==> src/hw/rtl/mzcpm_pkg.sv <==
// Package for the mains zero-cross period monitor: widths, register indexes, types, helpers.
`default_nettype none
package mzcpm_pkg;

  // Period counter width (valid range 8..32)
  localparam int CNT_W = 16;
  localparam int REG_W = 16;
  localparam int IDX_W = 2;

  // Configuration register indexes
  typedef enum logic [IDX_W-1:0] {
    REG_PERIOD_MAX = 2'd0,
    REG_PERIOD_MIN = 2'd1,
    REG_BLANKING   = 2'd2
  } mzcpm_reg_t;

  typedef struct packed {
    logic [REG_W-1:0] period_max;
    logic [REG_W-1:0] period_min;
    logic [REG_W-1:0] blank_len;
  } mzcpm_cfg_t;

  typedef struct packed {
    logic             zero_cross;
    logic [REG_W-1:0] period_ticks;
    logic             freq_error;
    logic             blanking;
  } mzcpm_res_t;

  // Zero-extend a counter value to a common compare width
  function automatic logic [CNT_W+REG_W-1:0] cnt_ext(input logic [CNT_W-1:0] v);
    cnt_ext = {{REG_W{1'b0}}, v};
  endfunction

  // Zero-extend a register value to a common compare width
  function automatic logic [CNT_W+REG_W-1:0] reg_ext(input logic [REG_W-1:0] v);
    reg_ext = {{CNT_W{1'b0}}, v};
  endfunction

  // Saturate a counter value to the 16-bit report width
  function automatic logic [REG_W-1:0] sat_report(input logic [CNT_W-1:0] v);
    logic [CNT_W+REG_W-1:0] w;
    w = cnt_ext(v);
    if (|w[CNT_W+REG_W-1:REG_W]) begin
      sat_report = '1;
    end else begin
      sat_report = w[REG_W-1:0];
    end
  endfunction

endpackage
`default_nettype wire

==> src/hw/rtl/mains_zero_cross_period_monitor_unit.sv <==
// Top level of the mains zero-cross period monitor: config registers, input and result stages.
//
//  channel  | direction | handshake          | payload
//  ---------+-----------+--------------------+------------------------------------------
//  in       | input     | in_valid/in_stall  | edge_seen, power_ok
//  out      | output    | out_valid/out_stall| zero_cross, period_ticks, freq_error, blanking
//  cfg      | input     | cfg_we             | cfg_index, cfg_data
//
// One request per cycle sustained while out_stall is low; each tick request is taken into the
// input register, then passes through the state update into the result register.
// Reset (rst, synchronous) clears both stages, the monitor state and restores register defaults.
// A stall on the output holds the result register; a request waiting in the input register
// then holds too, and in_stall rises only while both stages are full and out_stall is high.
`default_nettype none
module mains_zero_cross_period_monitor_unit (
  input  wire logic                          clk,
  input  wire logic                          rst,
  input  wire logic                          in_valid,
  output logic                               in_stall,
  input  wire logic                          edge_seen,
  input  wire logic                          power_ok,
  output logic                               out_valid,
  input  wire logic                          out_stall,
  output logic                               zero_cross,
  output logic [mzcpm_pkg::REG_W-1:0]        period_ticks,
  output logic                               freq_error,
  output logic                               blanking,
  input  wire logic                          cfg_we,
  input  wire logic [mzcpm_pkg::IDX_W-1:0]   cfg_index,
  input  wire logic [mzcpm_pkg::REG_W-1:0]   cfg_data
);
  import mzcpm_pkg::*;

  mzcpm_cfg_t cfg;
  mzcpm_res_t res;

  logic s1_valid;
  logic s1_edge;
  logic s1_pwr;
  logic advance;

  // Configuration registers
  always_ff @(posedge clk) begin
    if (rst) begin
      cfg.period_max <= 16'd117;
      cfg.period_min <= 16'd77;
      cfg.blank_len  <= 16'd75;
    end else if (cfg_we) begin
      case (cfg_index)
        REG_PERIOD_MAX: cfg.period_max <= cfg_data;
        REG_PERIOD_MIN: cfg.period_min <= cfg_data;
        REG_BLANKING:   cfg.blank_len  <= cfg_data;
        default: ;
      endcase
    end
  end

  // Pipeline flow control
  assign advance  = !out_valid || !out_stall;
  assign in_stall = s1_valid && !advance;

  // Input register
  always_ff @(posedge clk) begin
    if (rst) begin
      s1_valid <= 1'b0;
    end else if (!in_stall) begin
      s1_valid <= in_valid;
    end
  end

  always_ff @(posedge clk) begin
    if (!in_stall && in_valid) begin
      s1_edge <= edge_seen;
      s1_pwr  <= power_ok;
    end
  end

  // State update
  mzcpm_core u_core (
    .clk     (clk),
    .rst     (rst),
    .step    (s1_valid && advance),
    .edge_in (s1_edge),
    .pwr_in  (s1_pwr),
    .cfg     (cfg),
    .res     (res)
  );

  // Result register
  always_ff @(posedge clk) begin
    if (rst) begin
      out_valid <= 1'b0;
    end else if (advance) begin
      out_valid <= s1_valid;
    end
  end

  always_ff @(posedge clk) begin
    if (advance && s1_valid) begin
      zero_cross   <= res.zero_cross;
      period_ticks <= res.period_ticks;
      freq_error   <= res.freq_error;
      blanking     <= res.blanking;
    end
  end

`ifndef SYNTHESIS
  // An accepted edge always opens the blanking window
  a_edge_opens_window: assert property (@(posedge clk) disable iff (rst)
    out_valid && zero_cross |-> blanking)
    else $error("accepted edge without blanking window");

  // Error flag is sticky across results
  a_error_sticky: assert property (@(posedge clk) disable iff (rst)
    out_valid && freq_error |=> !out_valid || freq_error)
    else $error("frequency error flag cleared");

  // Input stalls only when both stages are full and blocked
  a_stall_cause: assert property (@(posedge clk) disable iff (rst)
    in_stall |-> s1_valid && out_valid && out_stall)
    else $error("input stalled without a full pipeline");

  // A blocked output keeps the pending request in the input stage
  a_s1_hold: assert property (@(posedge clk) disable iff (rst)
    s1_valid && out_valid && out_stall |=> s1_valid && out_valid)
    else $error("pending request lost under stall");
`endif

endmodule
`default_nettype wire

==> src/hw/rtl/mzcpm_core.sv <==
// Monitor state and per-tick update: period counter, blanking window, sticky error.
`default_nettype none
module mzcpm_core (
  input  wire logic                clk,
  input  wire logic                rst,
  input  wire logic                step,
  input  wire logic                edge_in,
  input  wire logic                pwr_in,
  input  wire mzcpm_pkg::mzcpm_cfg_t cfg,
  output mzcpm_pkg::mzcpm_res_t    res
);
  import mzcpm_pkg::*;

  logic             in_blanking, in_blanking_next;
  logic [CNT_W-1:0] period_counter, period_counter_next;
  logic [REG_W-1:0] blank_countdown, blank_countdown_next;
  logic [CNT_W-1:0] last_period, last_period_next;
  logic             error_flag, error_flag_next;

  logic [CNT_W-1:0] cnt_adv;
  logic [REG_W-1:0] cd_dec;
  logic             accepted;
  logic             out_of_range;

  // Next state for one tick
  always_comb begin
    cnt_adv = (period_counter == '1) ? period_counter : period_counter + 1'b1;
    cd_dec  = (blank_countdown != '0) ? blank_countdown - 1'b1 : blank_countdown;
    out_of_range = (cnt_ext(cnt_adv) >= reg_ext(cfg.period_max)) ||
                   (cnt_ext(cnt_adv) <= reg_ext(cfg.period_min));

    accepted             = 1'b0;
    in_blanking_next     = in_blanking;
    period_counter_next  = cnt_adv;
    blank_countdown_next = blank_countdown;
    last_period_next     = last_period;
    error_flag_next      = error_flag;

    if (!in_blanking) begin
      if (edge_in) begin
        accepted             = 1'b1;
        last_period_next     = cnt_adv;
        period_counter_next  = '0;
        error_flag_next      = error_flag | (pwr_in & out_of_range);
        blank_countdown_next = cfg.blank_len;
        in_blanking_next     = 1'b1;
      end
    end else begin
      // edges in the window are dropped; reopen once the countdown hits zero
      blank_countdown_next = cd_dec;
      if (cd_dec == '0) begin
        in_blanking_next = 1'b0;
      end
    end
  end

  // Result for this tick
  always_comb begin
    res.zero_cross   = accepted;
    res.period_ticks = sat_report(last_period_next);
    res.freq_error   = error_flag_next;
    res.blanking     = in_blanking_next;
  end

  // State registers
  always_ff @(posedge clk) begin
    if (rst) begin
      in_blanking     <= 1'b0;
      period_counter  <= '0;
      blank_countdown <= '0;
      last_period     <= '0;
      error_flag      <= 1'b0;
    end else if (step) begin
      in_blanking     <= in_blanking_next;
      period_counter  <= period_counter_next;
      blank_countdown <= blank_countdown_next;
      last_period     <= last_period_next;
      error_flag      <= error_flag_next;
    end
  end

endmodule
`default_nettype wire

==> config.mk <==
export PLATFORM = sky130hd
export DESIGN_NAME = mains_zero_cross_period_monitor_unit
export DESIGN_NICKNAME = d
export VERILOG_FILES = /design/src/hw/rtl/mzcpm_pkg.sv /design/src/hw/rtl/mains_zero_cross_period_monitor_unit.sv /design/src/hw/rtl/mzcpm_core.sv
export SDC_FILE = /design/constraint.sdc
export NUM_CORES = 1
export LEC_CHECK = 0
export BUFFER_PORTS_ARGS = -buffer_cell sky130_fd_sc_hd__buf_2
export CORE_ASPECT_RATIO = 1.2
export CORE_MARGIN = 5
export CORE_UTILIZATION = 60
export CTS_BUF_LIST = sky130_fd_sc_hd__clkbuf_16
export DETAILED_ROUTE_END_ITERATION = 6
export PLACE_DENSITY = 0.79
export SLEW_MARGIN = 20
export SYNTH_ARGS = -nofsm -noshare
export SYNTH_HDL_FRONTEND = slang
export SYNTH_SLANG_ARGS = --single-unit
==> constraint.sdc <==
create_clock -name clk -period 5.05 [get_ports clk]
set_input_delay 1.01 -clock clk [delete_from_list [all_inputs] [get_ports clk]]
set_output_delay 1.01 -clock clk [all_outputs]
set_load 0.05 [all_outputs]
# Yosys cells after proc, flatten, opt, wreduce, memory -nomap -nowiden
# Index checks and enable logic that the tools add are counted.
# classes
magnitude_cmp,2
addsub,2
eq_ne,3
bitwise_logic,2
reduce_logical,17
n_mux,13
# ops
cell,count
$mux 16,8
$add 16x1->16 const B,1
$eq 16x16->1 const B,1
$ge 16x16->1,1
$le 16x16->1,1
$logic_not 16->1,1
$reduce_bool 16->1,1
$sub 16x1->16 const B,1
$reduce_and 2->1,4
$mux 1,5
$logic_not 1->1,4
$logic_and 1x1->1,3
$eq 2x1->1 const B,1
$eq 2x2->1 const B,1
$logic_not 2->1,1
$logic_or 1x1->1,2
$reduce_bool 2->1,1
$and 1x1->1,1
$or 1x1->1,1
# word_totals
regBits,121
inputBits,25
out_inout_bits,21

# Longest topological paths before layout
# depth
depth_word,8
ltp_mapped,15

# Modules after synthesis
# A second synthesis with hierarchy kept.
# hier_totals
cells_unflattened,742
hier_area_um2,6515.0
# by_module_without_submodules
module,n_inst,cells_each,area_per_inst_um2
mzcpm_core,1,529,3867.5
mains_zero_cross_period_monitor_unit,1,213,2647.5

# Worst setup path after synthesis
# OpenSTA, ideal clock, no wires.
# synth_path
path_kind,flip-flop to flip-flop
start,register u_core.period_counter[10]
end,register freq_error (data pin)
path_stages_with_launch,15
setup_slack_ns,1.777
period_less_slack_ns,3.273
t_arrival_ns,3.008
cell_sequence,dfxtp_1 > clkbuf_1 > nand3_1 > or3_1 > o21ai_0 > nor3_1 > xnor2_1 > inv_1 > ha_1 > a21o_1 > a21o_1 > a21oi_1 > o211ai_1 > a311oi_1 > nor2_1
# synth_lines
item,line,source
from (decl),mzcpm_core.sv:15,"logic [CNT_W-1:0] period_counter, period_counter_next;"
from (signal assigned),mzcpm_core.sv:75,period_counter <= period_counter_next;
to (signal assigned),mains_zero_cross_period_monitor_unit.sv:102,freq_error <= res.freq_error;
to (decl),mains_zero_cross_period_monitor_unit.sv:26,"output logic freq_error,"

==> reports/metrics.cfg <==
[outcome]
status=completed

[worst_setup_path]
cp.arrival_ps=3870
setup.worst_path.end_class=flip-flop
criticalPathCategory=flip-flop to flip-flop
cp.required_ps=5210
cp_max_fo=6
start_kind=flip-flop

[clock_network]
cts_tree=yes
cts_buffers=17
cts_hold_buf=0
clkSlewWorstSetupHoldPaths_ps=60
htreeDepth=4
clock-root-buffer=clkbuf_16
worstSkewPairLatency_ps=410
cts.repair.resized=0
cts_buffer_depth=2
cts.sinks=121
post-cts-setup-buffers=0

[global_routing]
grt_pass1_vias=5618
grt_antenna_before_repair=0
overflow=0
grt_usage_pct=25.9
grt_pass1_wl_mm=27.0
grt_max_degree=79

[floorplan]
ios=46
initial_core_util_pct=61.4
num_rows=41
dieArea_um2=13000
die_h_um=124
die_w_um=105
core_um2=10600

[sta]
final_hold_viol_count=0
worstMarginPinSlew_ps=878
finalSetupViolCount=0
skew_ps=6.01
clock.fmax_mhz=269
timing.final.crit_share_pct=73.7
maxSlewViolCount=0
rsz0062_at_grt=no
period_minus_slack_ps=3720
relSlewSlack_pct=41.5
tns_ps=0

[routing]
dr_total_vias=5823
vias_per_cell=6.09
drt_iter0_markers=376
final_antenna_net_count=0
wl_per_cell_um=17.4
wl_mm=16.6
drc=0
drtPass1Iterations=5

[synth]
synth_cells=789
synth-edff-count=21
yosys-top-cells-area=dfxtp_1, edfxtp_1, nand2_1
synth_area_um2=6490
synth_seq_cells=121
synthFlopType=dfxtp_1
ys_seq_area_share_pct=40.6
avgSynthCellArea_um2=8.22
syn-num-nets=849
async_flop_share_pct=0
synth_cell_types=76
yosysWarnings=0
yosys.area.top_type=dfxtp_1
synth_top_area_share_pct=30.9

[hold_path]
hold_class=flip-flop to flip-flop

[power]
clockPowerShare_pct=48.0
ir_drop_v=0.000159
power.switching_w=0.000675
power_density_nw_per_um2=358
swShare_pct=25.8
comb_power_share_pct=12.2
leakage_nw=2.98
p_seq_share_pct=39.8
p_int_w=0.00194

[placed_design]
dp_hpwl_mm=11.7
gp_congestion=0.982
io_buffer_count=45
postPlaceCellArea_um2=6690

[cells_and_area]
fin_util_pct=69.1
syn_to_final_growth_pct=12.6
final_area_um2=7300
drive_gt1_share_pct=13.5
antenna_cells=0
final_nets=874

[job]
drv_cap=0

==> cell usage in the layout (no fill, tap or decap), types with 7 or more instances in the layout <==
master and instances:
o21ai_0 25, a22oi_1 7, clkbuf_16 17, nor2_1 63, inv_1 48, ha_1 35
buf_4 7, a21oi_1 70, nand3_1 17, edfxtp_1 21, o211ai_1 14, dfxtp_1 100
o21a_1 7, a211oi_1 9, nor3_1 24, buf_2 45, a21o_1 13, xnor2_1 11
nand4_1 15, nand2_1 152, nor2b_1 7, nor4_1 7
==> per-layer routing <==
layer	share of wire, %	GRT usage, %
met2	50	44.3
met3	6.1	6.38
met4	4.3	13.5
met1	40	30.3
met5	0	0
==> Yosys cell counts (all sizes together), types with 11 or more instances <==
cell type / n
nand4: 15
nand3: 17
nor3: 26
ha: 35
o211ai: 14
nand2: 152
dfxtp: 100
nor2: 65
xnor2: 11
o21ai: 28
clkbuf: 39
edfxtp: 21
inv: 46
a21oi: 70
a21o: 13
==> power groups by stage <==
stage	clock, W	sequential, W	combinational [W]
5_1_grt	0.00131	0.00104	0.000349
4_1_cts	0.00126	0.00104	0.000316
3_5_place_dp	0	0.00106	0.000312
2_1_floorplan	0	0.00108	0.000221
6_report	0.00125	0.00104	0.000319
3_3_place_gp	0	0.00106	0.000304
==> worst paths after layout <==
check | startpoint | to | slack, ps | cells after the start
worst min-delay path | cfg[2]$_SDFFE_PP0P_ | cfg[2]$_SDFFE_PP0P_ | 450 | 2
worst min register to register | cfg[2]$_SDFFE_PP0P_ | cfg[2]$_SDFFE_PP0P_ | 450 | 2
worst max-delay path | u_core.period_counter[0]$_SDFFE_PP0P_ | freq_error$_DFFE_PP_ | 1330 | 14
worst max register to register | u_core.period_counter[0]$_SDFFE_PP0P_ | freq_error$_DFFE_PP_ | 1330 | 14
==> kinds of logic after synthesis <==
family,Yosys count,synth area share [%]
fa+ha+maj,35,6.75
mux,9,1.50
compound gates,183,18.3
xor+xnor,17,2.30
buf+inv,94,6.50
simple gates,330,24.0
flops,121,40.6
==> per-stage QoR <==
stage               instances  hold WS, ps  total power, W  worst slack (ps)
finish                    956          453         0.00261              1330
global route              956          472         0.00271              1000
CTS                       956          454         0.00262              1400
detailed placement        924          446         0.00137              1450
global placement          924          441         0.00136              1540
floorplan                 789          432         0.00130              1780
==> cell type report <==
type / count / area, µm²
repair buffers: 52 / 278
clock inverters: 15 / 184
inverters: 48 / 180
well taps: 129 / 161
flip-flops and latches: 121 / 2630
clock buffers: 17 / 425
fillers: 845 / 3270
multi-input cells: 574 / 3440
==> registers in the layout, summed over array words and instances, names as in the netlist <==
| signal | flops |
|---|---|
| u_core.blank_countdown | 16 |
| u_core.in_blanking | 1 |
| cfg | 48 |
| s1_valid | 1 |
| u_core.error_flag | 1 |
| blanking | 1 |
| period_ticks | 16 |
| u_core.period_counter | 16 |
| s1_edge | 1 |
| s1_pwr | 1 |
| out_valid | 1 |
| u_core.last_period | 16 |
| freq_error | 1 |
| zero_cross | 1 |
==> worst max-delay path, stage by stage, from the launching register on <==
cell	delay, ps
dfxtp_1	410
ha_1	270
nand2_1	180
or3_1	400
o21ai_0	440
nor3_1	110
xnor2_1	250
inv_1	100
ha_1	300
a21o_1	160
a21o_1	170
a21oi_1	150
o211ai_1	100
a311oi_1	350
nor2_1	80
Power figures use the tool's default switching activity.
